`src/hdl/slot_table_with_sort_assert.svh`:
```
// ---------------------------------------------------------------------------
// Assertion macros for the slot table with sort
// Implication checks sampled on clk_i and disabled while rst_ni is low.
// ---------------------------------------------------------------------------
`ifndef SLOT_TABLE_WITH_SORT_ASSERT_SVH
`define SLOT_TABLE_WITH_SORT_ASSERT_SVH

// same-cycle implication
`define STS_ASSERT_IMP(name, pre, post, msg) \
  name: assert property (@(posedge clk_i) disable iff (!rst_ni) (pre) |-> (post)) \
    else $error(msg);

// next-cycle implication
`define STS_ASSERT_NXT(name, pre, post, msg) \
  name: assert property (@(posedge clk_i) disable iff (!rst_ni) (pre) |=> (post)) \
    else $error(msg);

`endif

```
`src/hdl/sts_pkg.sv`:
```
// ---------------------------------------------------------------------------
// Slot table package
// Sizes, codes, entry layout and the controller/datapath interface structs.
// ---------------------------------------------------------------------------
package sts_pkg;

  localparam int SLOTS = 64;
  localparam int IDX_W = $clog2(SLOTS);
  localparam int CNT_W = $clog2(SLOTS + 1);
  localparam int ID_W  = 31;
  localparam int ACT_W = 7;

  localparam logic [ACT_W-1:0] ACTIVE_RST = 7'd64;

  localparam logic [2:0] CMD_INSERT   = 3'd0;
  localparam logic [2:0] CMD_REMOVE   = 3'd1;
  localparam logic [2:0] CMD_LOOKUP   = 3'd2;
  localparam logic [2:0] CMD_SORT_ASC = 3'd3;
  localparam logic [2:0] CMD_SORT_DSC = 3'd4;

  localparam logic [1:0] STATUS_DONE     = 2'd0;
  localparam logic [1:0] STATUS_FULL     = 2'd1;
  localparam logic [1:0] STATUS_NOTFOUND = 2'd2;

  localparam logic [1:0] ST_FREE = 2'd0;
  localparam logic [1:0] ST_OCC  = 2'd1;
  localparam logic [1:0] ST_DEL  = 2'd2;

  localparam logic [1:0] RES_OK       = 2'd0;
  localparam logic [1:0] RES_FULL     = 2'd1;
  localparam logic [1:0] RES_NOTFOUND = 2'd2;
  localparam logic [1:0] RES_ZERO     = 2'd3;

  typedef struct packed {
    logic [ID_W-1:0] id;
    logic [1:0]      st;
  } entry_t;

  typedef struct packed {
    logic       load;
    logic       rd_next;
    logic       ld_cur;
    logic       hit_wr;
    logic       step;
    logic       cmp;
    logic       wr_last;
    logic       new_pass;
    logic       emit;
    logic [1:0] res;
  } dp_ctrl_t;

  typedef struct packed {
    logic       n_zero;
    logic       n_small;
    logic       hit;
    logic       scan_last;
    logic       cmp_last;
    logic       swapped;
    logic       lim_gt1;
    logic [2:0] cmd;
  } dp_stat_t;

endpackage

```
`src/hdl/sts_ctrl.sv`:
```
// ---------------------------------------------------------------------------
// Slot table controller
// Sequences slot scans and bubble-sort passes over the datapath.
// ---------------------------------------------------------------------------
module sts_ctrl (
  input  logic             clk_i,
  input  logic             rst_ni,
  input  logic             start,
  input  logic [2:0]       cmd_i,
  input  sts_pkg::dp_stat_t stat_i,
  output sts_pkg::dp_ctrl_t ctrl_o,
  output logic             busy
);
  import sts_pkg::*;

  localparam logic [2:0] S_IDLE    = 3'd0;
  localparam logic [2:0] S_SCAN_RD = 3'd1;
  localparam logic [2:0] S_SCAN_CK = 3'd2;
  localparam logic [2:0] S_SORT_R0 = 3'd3;
  localparam logic [2:0] S_SORT_L0 = 3'd4;
  localparam logic [2:0] S_SORT_RD = 3'd5;
  localparam logic [2:0] S_SORT_CP = 3'd6;
  localparam logic [2:0] S_SORT_EN = 3'd7;

  logic [2:0] state_q, state_d;

  always_ff @(posedge clk_i or negedge rst_ni) begin
    if (!rst_ni) begin
      state_q <= S_IDLE;
    end else begin
      state_q <= state_d;
    end
  end

  always_comb begin
    state_d = state_q;
    ctrl_o  = '0;
    unique case (state_q)
      S_IDLE: begin
        if (start) begin
          unique case (cmd_i) inside
            CMD_INSERT, CMD_REMOVE, CMD_LOOKUP: begin
              if (stat_i.n_zero) begin
                ctrl_o.emit = 1'b1;
                ctrl_o.res  = (cmd_i == CMD_INSERT) ? RES_FULL : RES_NOTFOUND;
              end else begin
                ctrl_o.load = 1'b1;
                state_d     = S_SCAN_RD;
              end
            end
            CMD_SORT_ASC, CMD_SORT_DSC: begin
              if (stat_i.n_small) begin
                ctrl_o.emit = 1'b1;
                ctrl_o.res  = RES_ZERO;
              end else begin
                ctrl_o.load = 1'b1;
                state_d     = S_SORT_R0;
              end
            end
            default: begin
              ctrl_o.emit = 1'b1;
              ctrl_o.res  = RES_ZERO;
            end
          endcase
        end
      end
      S_SCAN_RD: begin
        state_d = S_SCAN_CK;
      end
      S_SCAN_CK: begin
        if (stat_i.hit) begin
          ctrl_o.hit_wr = 1'b1;
          ctrl_o.emit   = 1'b1;
          ctrl_o.res    = RES_OK;
          state_d       = S_IDLE;
        end else if (stat_i.scan_last) begin
          ctrl_o.emit = 1'b1;
          ctrl_o.res  = (stat_i.cmd == CMD_INSERT) ? RES_FULL : RES_NOTFOUND;
          state_d     = S_IDLE;
        end else begin
          ctrl_o.step = 1'b1;
          state_d     = S_SCAN_RD;
        end
      end
      S_SORT_R0: begin
        state_d = S_SORT_L0;
      end
      S_SORT_L0: begin
        ctrl_o.ld_cur = 1'b1;
        state_d       = S_SORT_RD;
      end
      S_SORT_RD: begin
        ctrl_o.rd_next = 1'b1;
        state_d        = S_SORT_CP;
      end
      S_SORT_CP: begin
        ctrl_o.cmp = 1'b1;
        state_d    = stat_i.cmp_last ? S_SORT_EN : S_SORT_RD;
      end
      S_SORT_EN: begin
        ctrl_o.wr_last = 1'b1;
        if (stat_i.swapped && stat_i.lim_gt1) begin
          ctrl_o.new_pass = 1'b1;
          state_d         = S_SORT_R0;
        end else begin
          ctrl_o.emit = 1'b1;
          ctrl_o.res  = RES_ZERO;
          state_d     = S_IDLE;
        end
      end
      default: begin
        state_d = S_IDLE;
      end
    endcase
  end

  assign busy = (state_q != S_IDLE);

endmodule

```
`src/hdl/sts_datapath.sv`:
```
// ---------------------------------------------------------------------------
// Slot table datapath
// Slot memory with per-slot valid flags, scan and sort registers, result beat.
// ---------------------------------------------------------------------------
module sts_datapath (
  input  logic                            clk_i,
  input  logic                            rst_ni,
  input  logic                            cfg_we_i,
  input  logic [sts_pkg::ACT_W-1:0]       cfg_wdata_i,
  input  logic [2:0]                      cmd_i,
  input  logic [sts_pkg::ID_W-1:0]        id_i,
  input  sts_pkg::dp_ctrl_t               ctrl_i,
  output sts_pkg::dp_stat_t               stat_o,
  output logic                            done_o,
  output logic [1:0]                      status_o,
  output logic [5:0]                      slot_index_o,
  output logic [sts_pkg::ID_W-1:0]        stored_id_o
);
  import sts_pkg::*;

  entry_t             mem [SLOTS];
  logic [SLOTS-1:0]   valid_q;
  entry_t             rd_q;
  logic               rv_q;

  logic [ACT_W-1:0]   active_q;
  logic [2:0]         cmd_q;
  logic [ID_W-1:0]    key_q;
  logic [IDX_W-1:0]   idx_q;
  logic [IDX_W-1:0]   lim_q;
  entry_t             cur_q;
  logic               swp_q;

  logic               res_valid_q;
  logic [1:0]         status_q;
  logic [5:0]         index_q;
  logic [ID_W-1:0]    stored_q;

  logic [CNT_W-1:0]   n_used;
  entry_t             entry;
  logic [ID_W-1:0]    ins_id;
  logic               hit;
  logic               ooo;
  logic [IDX_W-1:0]   raddr;
  logic               we;
  logic [IDX_W-1:0]   waddr;
  entry_t             wdata;

  always_comb begin
    if (32'(active_q) > SLOTS) begin
      n_used = CNT_W'(SLOTS);
    end else begin
      n_used = CNT_W'(active_q);
    end
  end

  assign entry  = rv_q ? rd_q : '0;
  assign ins_id = (&key_q) ? key_q : key_q + ID_W'(1);

  always_comb begin
    case (cmd_q) inside
      CMD_INSERT: hit = (entry.st == ST_FREE);
      CMD_REMOVE,
      CMD_LOOKUP: hit = (entry.st == ST_OCC) && (entry.id == key_q);
      default:    hit = 1'b0;
    endcase
  end

  assign ooo = (cmd_q == CMD_SORT_DSC) ? (cur_q.id < entry.id) : (cur_q.id > entry.id);

  assign raddr = ctrl_i.rd_next ? idx_q + IDX_W'(1) : idx_q;

  always_comb begin
    we    = 1'b0;
    waddr = idx_q;
    wdata = cur_q;
    if (ctrl_i.cmp) begin
      we    = 1'b1;
      wdata = ooo ? entry : cur_q;
    end else if (ctrl_i.wr_last) begin
      we    = 1'b1;
    end else if (ctrl_i.hit_wr && (cmd_q != CMD_LOOKUP)) begin
      we    = 1'b1;
      wdata = (cmd_q == CMD_INSERT) ? entry_t'{id: ins_id, st: ST_OCC}
                                    : entry_t'{id: entry.id, st: ST_DEL};
    end
  end

  // slot memory
  always_ff @(posedge clk_i) begin
    if (we) begin
      mem[waddr] <= wdata;
    end
    rd_q <= mem[raddr];
  end

  // an unwritten slot reads as id zero, free
  always_ff @(posedge clk_i or negedge rst_ni) begin
    if (!rst_ni) begin
      valid_q <= '0;
      rv_q    <= 1'b0;
    end else begin
      if (we) begin
        valid_q[waddr] <= 1'b1;
      end
      rv_q <= valid_q[raddr];
    end
  end

  always_ff @(posedge clk_i or negedge rst_ni) begin
    if (!rst_ni) begin
      active_q    <= ACTIVE_RST;
      res_valid_q <= 1'b0;
    end else begin
      if (cfg_we_i) begin
        active_q <= cfg_wdata_i;
      end
      res_valid_q <= ctrl_i.emit;
    end
  end

  always_ff @(posedge clk_i) begin
    if (ctrl_i.load) begin
      cmd_q <= cmd_i;
      key_q <= id_i;
      idx_q <= '0;
      lim_q <= IDX_W'(n_used - CNT_W'(1));
      swp_q <= 1'b0;
    end else if (ctrl_i.new_pass) begin
      idx_q <= '0;
      lim_q <= lim_q - IDX_W'(1);
      swp_q <= 1'b0;
    end else if (ctrl_i.cmp) begin
      idx_q <= idx_q + IDX_W'(1);
      swp_q <= swp_q | ooo;
      if (!ooo) begin
        cur_q <= entry;
      end
    end else if (ctrl_i.step) begin
      idx_q <= idx_q + IDX_W'(1);
    end
    if (ctrl_i.ld_cur) begin
      cur_q <= entry;
    end
    if (ctrl_i.emit) begin
      case (ctrl_i.res)
        RES_OK: begin
          status_q <= STATUS_DONE;
          index_q  <= 6'(idx_q);
          stored_q <= (cmd_q == CMD_INSERT) ? ins_id : key_q;
        end
        RES_FULL: begin
          status_q <= STATUS_FULL;
          index_q  <= '0;
          stored_q <= '0;
        end
        RES_NOTFOUND: begin
          status_q <= STATUS_NOTFOUND;
          index_q  <= '0;
          stored_q <= '0;
        end
        default: begin
          status_q <= STATUS_DONE;
          index_q  <= '0;
          stored_q <= '0;
        end
      endcase
    end
  end

  assign stat_o.n_zero    = (n_used == '0);
  assign stat_o.n_small   = (n_used <= CNT_W'(1));
  assign stat_o.hit       = hit;
  assign stat_o.scan_last = ((CNT_W'(idx_q) + CNT_W'(1)) == n_used);
  assign stat_o.cmp_last  = ((idx_q + IDX_W'(1)) == lim_q);
  assign stat_o.swapped   = swp_q;
  assign stat_o.lim_gt1   = (lim_q > IDX_W'(1));
  assign stat_o.cmd       = cmd_q;

  assign done_o       = res_valid_q;
  assign status_o     = status_q;
  assign slot_index_o = index_q;
  assign stored_id_o  = stored_q;

endmodule

```
`src/hdl/slot_table_with_sort.sv`:
```
// ---------------------------------------------------------------------------
// Slot table with sort
// Insert/remove/lookup read, then check, each of up to n slots until a hit or the last.
// A sort pass over limit L compares neighbours; passes repeat until no swap or L is 1.
// Empty table, one-slot sort and unknown commands give a result beat in the next cycle.
// One command at a time; the next start is taken in the cycle its result shows.
// Reset: slots read as free with id zero at once via per-slot flags; active_slots 64.
// ---------------------------------------------------------------------------
`include "slot_table_with_sort_assert.svh"

module slot_table_with_sort (
  input  logic                      clk_i,
  input  logic                      rst_ni,
  input  logic                      cfg_we_i,
  input  logic [sts_pkg::ACT_W-1:0] cfg_wdata_i,
  input  logic                      start,
  output logic                      busy,
  input  logic [2:0]                cmd_i,
  input  logic [sts_pkg::ID_W-1:0]  id_i,
  output logic                      done_o,
  output logic [1:0]                status_o,
  output logic [5:0]                slot_index_o,
  output logic [sts_pkg::ID_W-1:0]  stored_id_o
);
  import sts_pkg::*;

  dp_ctrl_t ctrl;
  dp_stat_t stat;

  sts_ctrl u_ctrl (
    .clk_i  (clk_i),
    .rst_ni (rst_ni),
    .start  (start),
    .cmd_i  (cmd_i),
    .stat_i (stat),
    .ctrl_o (ctrl),
    .busy   (busy)
  );

  sts_datapath u_dp (
    .clk_i        (clk_i),
    .rst_ni       (rst_ni),
    .cfg_we_i     (cfg_we_i),
    .cfg_wdata_i  (cfg_wdata_i),
    .cmd_i        (cmd_i),
    .id_i         (id_i),
    .ctrl_i       (ctrl),
    .stat_o       (stat),
    .done_o       (done_o),
    .status_o     (status_o),
    .slot_index_o (slot_index_o),
    .stored_id_o  (stored_id_o)
  );

  `STS_ASSERT_NXT(a_accept_moves, start && !busy, busy || done_o, "accepted beat went nowhere")
  `STS_ASSERT_IMP(a_end_gives_beat, $fell(busy), done_o, "command ended without a result")
  `STS_ASSERT_IMP(a_fail_zero, done_o && (status_o != STATUS_DONE),
                  (slot_index_o == '0) && (stored_id_o == '0), "failed result not zeroed")

endmodule
```
`config.mk`:
```
export PLATFORM = sky130hd
export DESIGN_NAME = slot_table_with_sort
export DESIGN_NICKNAME = d
export VERILOG_FILES = /design/src/hdl/sts_pkg.sv /design/src/hdl/sts_ctrl.sv /design/src/hdl/sts_datapath.sv /design/src/hdl/slot_table_with_sort.sv
export VERILOG_INCLUDE_DIRS = /design/src /design/src/hdl
export SDC_FILE = /design/constraint.sdc
export NUM_CORES = 2
export LEC_CHECK = 0
export ABC_AREA = 0
export BUFFER_PORTS_ARGS = -buffer_cell sky130_fd_sc_hd__buf_2
export CORE_ASPECT_RATIO = 1.25
export CORE_MARGIN = 2
export CORE_UTILIZATION = 55
export CTS_BUF_LIST = sky130_fd_sc_hd__clkbuf_4 sky130_fd_sc_hd__clkbuf_8
export CTS_CLUSTER_SIZE = 30
export DETAILED_ROUTE_END_ITERATION = 10
export PLACE_DENSITY = 0.76
export SYNTH_ARGS = -nofsm -noshare
export SYNTH_HDL_FRONTEND = slang
export SYNTH_SLANG_ARGS = --single-unit
```
`constraint.sdc`:
```
create_clock -name clk_i -period 5.4 [get_ports clk_i]
set_input_delay 0.27 -clock clk_i [delete_from_list [all_inputs] [get_ports clk_i]]
set_output_delay 0.27 -clock clk_i [all_outputs]
set_load 0.005 [all_outputs]
```
Word-level counts from Yosys, hierarchy flattened
Memories as Yosys holds them, arrays and structs flattened. A register that Yosys moved wholly into a read port is not among the register bits.
Cells that the tools add are included.
{ "op_classes": {"n_addsub": 5, "n_lt_le_gt_ge": 8, "eq_ne": 28, "n_mux": 65, "bitwise": 2, "n_reduce_logical": 21} }
{ "op_table": {"columns": ["op", "n"], "rows": [
  ["$mux 33", 11],
  ["$or 64x64->64", 1],
  ["$mux 31", 2],
  ["$add 31x1->31 const B", 1],
  ["$eq 31x31->1", 1],
  ["$gt 31x31->1", 1],
  ["$lt 31x31->1", 1],
  ["$reduce_and 31->1", 1],
  ["$mux 6", 5],
  ["$mux 3", 9],
  ["$pmux 3 s8", 1],
  ["$mux 1", 23],
  ["$eq 3x3->1 const B", 6],
  ["$eq 3x2->1 const B", 5],
  ["$lt 6x7->1 const B", 2],
  ["$mux 2", 6],
  ["$pmux 3 s2", 2],
  ["$sub 6x1->6 const B", 2],
  ["$eq 3x1->1 const B", 3],
  ["$logic_not 3->1", 3],
  ["$ne 3x3->1 const B", 3],
  ["$pmux 3 s3", 1],
  ["$reduce_and 4->1", 2],
  ["$add 6x1->7 const B", 1],
  ["other kinds (25)", 36]
]} }
{ "word_totals": {"reg_bits": 195, "ram_bits": 2112, "inputBits": 45, "output_inout_bits": 41, "wordCells": 145, "n_memories": 1} }
{ "memory_table": {"columns": ["name", "words", "word_bits", "read_ports", "rd_ports_with_merged_regs", "write_ports", "line_no", "source"], "rows": [
  ["u_dp.mem", 64, 33, 1, 1, 1, "sts_datapath.sv:21", "entry_t mem [SLOTS];"]
]} }

Depth between registers and ports, before layout
{ "depth": {"depth_word": 13, "depth_mapped": 15} }

By module
Synthesis repeated with hierarchy kept, for this count alone.
{ "hier_totals": {"cells_unflattened": 4330, "area_unflattened_um2": 92324.8} }
{ "modules_own_cells": {"columns": ["module", "instances", "cells_per_inst", "area_each_um2", "seq_area_each_um2"], "rows": [
  ["sts_datapath", 1, 4275, 91909.4, 69412.8],
  ["sts_ctrl", 1, 55, 415.4, 75.1]
]} }

Worst setup path before layout
No wires, ideal clock.
{ "synth_path": {"path_type": "register to register", "from": "register u_dp.rv_q", "to": "memory u_dp.mem[0][23] (netlist bit), data pin", "setup_time_ps": 548, "arrival_ps": 5027, "slack_ps": -175, "path_stages_with_launch": 16, "path_buffers": 5, "synth_period_minus_slack_ps": 5575, "path_cell_list": "dfrtp_1 -> buf_2 -> buf_2 -> buf_2 -> buf_1 -> nand2_1 -> ha_1 -> a211o_1 -> o211ai_1 -> a211oi_1 -> a211o_1 -> a21o_1 -> a211oi_2 -> clkbuf_1 -> o22ai_1 -> a21oi_1"} }
{ "synth_lines": {"columns": ["item", "line_no", "source"], "rows": [
  ["from (decl)", "sts_datapath.sv:24", "logic rv_q;"],
  ["from (signal assigned)", "sts_datapath.sv:106", "rv_q <= valid_q[raddr];"],
  ["to (decl)", "sts_datapath.sv:21", null]
]} }

==> results.sh <==
export IMPL_globalRoute_totalOverflow=0
export IMPL_power_mw=59.85
export IMPL_path_clk_slew_ns=0.06
export IMPL_power_density_nw_per_um2=572.9
export IMPL_coreArea_um2=165900
export IMPL_yosys_warnings=0
export IMPL_slew_viol_final=0
export IMPL_die_x_um=369.7
export IMPL_drc=0
export IMPL_grt_use_met2_pct=44.76
export IMPL_cts_resized=0
export IMPL_p_switching_mw=20.03
export IMPL_nets=5325
export IMPL_hold_viol_final=0
export IMPL_fill_cells=10932
export IMPL_crit_type="reg2reg"
export IMPL_arrival_ns=5.39
export IMPL_die_h_um=461.1
export IMPL_clock_path_buffers=4
export IMPL_htreeDepth=5
export IMPL_yosysSeqAreaShare_pct=75.58
export IMPL_dp_hpwl_um=137000
export IMPL_grt_busiest_layer="met2"
export IMPL_gr_usage_met1_pct=34.58
export IMPL_synth_top_area_share_pct=72.64
export IMPL_hold_depth=2
export IMPL_root_buffer="clkbuf_8"
export IMPL_startpoint="u_dp.rv_q"
export IMPL_fin_worst_skew_ns=0.07042
export IMPL_finalWirelength_um=222200
export IMPL_gp_congestion=0.9558
export IMPL_status="complete, no violations"
export IMPL_worstSetupEndpointType="flop"
export IMPL_dpl_cell_count=7000
export IMPL_numPortBuffers=85
export IMPL_reg2reg_from="u_dp.rv_q"
export IMPL_antenna_found_initial=5
export IMPL_cts_setup_buffers=0
export IMPL_intPower_mw=39.82
export IMPL_avgSynthCellArea_um2=19.17
export IMPL_r2r_setup_slack_ns=0.62
export IMPL_ys_types=85
export IMPL_grt_pass1_vias=49735
export IMPL_drtAntennaViolNets=0
export IMPL_post_place_ws_ns=0.7283
export IMPL_row_count=167
export IMPL_finalSetupTns_ns=0
export IMPL_grtUsageMet3_pct=4.245
export IMPL_synthFlopType="edfxtp_1"
export IMPL_regArea_um2=69490
export IMPL_max_slew_margin_pct=9.746
export IMPL_grt_total_usage_pct=26.24
export IMPL_synthTopCellsByArea="edfxtp_1 (73%), mux4_2 (12%), dfrtp_1 (2.0%)"
export IMPL_syn2layout_area_growth_pct=13.63
export IMPL_dr_pass1_iters=11
export IMPL_syn_inst=4795
export IMPL_p_comb_share_pct=35.5
export IMPL_pin_count=86
export IMPL_grt_max_degree=113
export IMPL_die_area_um2=170500
export IMPL_initial_utilization_pct=55.41
export IMPL_postCtsHoldBufs=93
export IMPL_drive_gt1_share_pct=27.06
export IMPL_multi_input_area_um2=21440
export IMPL_clkPwrFrac_pct=23.1
export IMPL_cts_buffers=344
export IMPL_setup_viol=0
export IMPL_clk_latency_ns=1.04
export IMPL_hold_start="cmd_i[1]"
export IMPL_cts_tree="done"
export IMPL_netSwitchingFraction_pct=33.47
export IMPL_vias=49346
export IMPL_yosysMostFrequentCell="edfxtp_1"
export IMPL_ir_drop_mv=0.5070
export IMPL_maxCapViolations=0
export IMPL_viasPerCell=6.420
export IMPL_worstSetupStartpointType="flop"
export IMPL_whs_endpoint="u_dp.cmd_q[1]"
export IMPL_min_period_ns=4.782
export IMPL_post_route_period_util_pct=88.56
export IMPL_netlist_area_um2=91930
export IMPL_min_path_type="in2reg"
export IMPL_drt_iter0_markers=6561
export IMPL_ys_seq_elements=2340
export IMPL_clock_sinks=2340
export IMPL_instances_no_fill=7686
export IMPL_tightest_slew_ns=1.351
export IMPL_grt_setup_unrepaired="false"
export IMPL_synthTopCellsByCount="edfxtp_1 (2224), mux4_2 (510), nand2_1 (388), nor2_1 (193), o22ai_1 (148)"
export IMPL_worstRegToRegCells=10
export IMPL_setup_ws_ns=0.6179
export IMPL_cp_max_fo=64
export IMPL_syn_nets=4878
export IMPL_rr_endpoint="u_dp.mem[19][16]"
export IMPL_yosysTopAreaCell="edfxtp_1"
export IMPL_synth_edf_count=2224
export IMPL_fmax_mhz=209.1
export IMPL_ys_async_sr_fraction_pct=3.248
export IMPL_cp_data_required_time_ns=6.01
export IMPL_p_leak_nw=33.98
export IMPL_grt_pass1_wl_um=326500
export IMPL_routedWlPerCell_um=28.91
export IMPL_p_seq_share_pct=41.3
[registers in the layout (all words and copies together), names as in the netlist]
| signal | count |
|---|---|
| u_dp.idx_q | 6 |
| u_dp.status_o | 2 |
| u_dp.valid_q | 64 |
| u_ctrl.state_q | 3 |
| u_dp.done_o | 1 |
| u_dp.cmd_q | 3 |
| u_dp.cur_q | 33 |
| u_dp.active_q | 7 |
| u_dp.mem | 2112 |
| u_dp.swp_q | 1 |
| u_dp.rd_q | 33 |
| u_dp.lim_q | 6 |
| u_dp.key_q | 31 |
| u_dp.slot_index_o | 6 |
| u_dp.stored_id_o | 31 |
| u_dp.rv_q | 1 |
[layer usage]
layer / vias up / part of all wire (%)
met1: 25745 / 37
met4: 2 / 3.1
met5: - / 0.0058
met2: 2766 / 52
met3: 419 / 8.7
li1: 20414 / -
[cell families (layout without fill, tap and decap cells)]
family | count (synthesis) | count (layout) | share of synthesized area, %
adder cells (fa/ha/maj) | 38 | 38 | 0.5172
other | 0 | 2 | 0
buffers and inverters | 348 | 1040 | 1.821
flip-flops | 2340 | 2340 | 75.58
AO/OA/AOI/OAI | 428 | 428 | 3.174
multiplexers | 527 | 527 | 12.69
XOR/XNOR | 96 | 96 | 0.9799
AND/OR/NAND/NOR | 1018 | 1018 | 5.234
[metrics by stage]
stage	util, %	cell area (um^2)	hold WS [ns]
2_1_floorplan	-	91950	-0.02559
5_1_grt	62.96	104500	0.07813
3_3_place_gp	58.42	96920	0.4471
4_1_cts	62.96	104500	0.01753
6_report	62.97	104500	0.1214
3_5_place_dp	58.42	96920	0.4481
[worst max path at each step]
stage / endpoint / slack, ns / depth (start not counted)
after global placement: u_dp.rd_q[6] / 0.80 / 8
final: u_dp.mem[19][16] / 0.62 / 10
after detailed placement: u_dp.mem[16][16] / 0.73 / 10
after global routing: u_dp.mem[31][16] / 0.34 / 11
after floorplan: u_dp.mem[0][10] / 0.12 / 14
after CTS: u_dp.mem[48][16] / 0.72 / 10
[placed cells by master, fill, tap and decap left out, types with 65 or more instances in the layout]
| master | instances |
|---|---|
| edfxtp_1 | 2224 |
| mux4_2 | 510 |
| nand2_1 | 388 |
| clkbuf_8 | 357 |
| o22ai_1 | 148 |
| nor2_1 | 131 |
| nand3_1 | 128 |
| buf_4 | 128 |
| clkbuf_4 | 123 |
| dlygate4sd3_1 | 92 |
| buf_2 | 84 |
| buf_12 | 81 |
| dfrtp_1 | 74 |
| nand4_1 | 65 |
[power by group through the flow]
stage	logic [mW]	registers, mW	clock network (mW)
5_1_grt	22.7	24.8	14.8
3_3_place_gp	20.8	25.0	0
2_1_floorplan	14.5	24.6	0
6_report	21.3	24.7	13.8
4_1_cts	21.4	24.7	14.0
3_5_place_dp	21.3	25.1	0
[final cells by class]
type	count	area share, %
Clock buffer	480	5.587
Sequential cell	2340	66.52
Tap cell	2197	2.631
Multi-Input combinational cell	2107	20.53
Clock inverter	111	0.7210
Timing Repair Buffer	386	3.782
Antenna cell	2	0.004791
Inverter	63	0.2276
[critical path: stages, from the launching register on]
cell and delay, ns:
dfrtp_2 0.78, nand2_1 0.19, ha_1 0.36, a21oi_1 0.13
o21ai_0 0.12, a221oi_1 0.57, a21oi_1 0.18, nor4_1 0.35
a211oi_2 0.09, nand2_1 0.38, o221a_2 1.17
(Power assumes the default switching activity.)
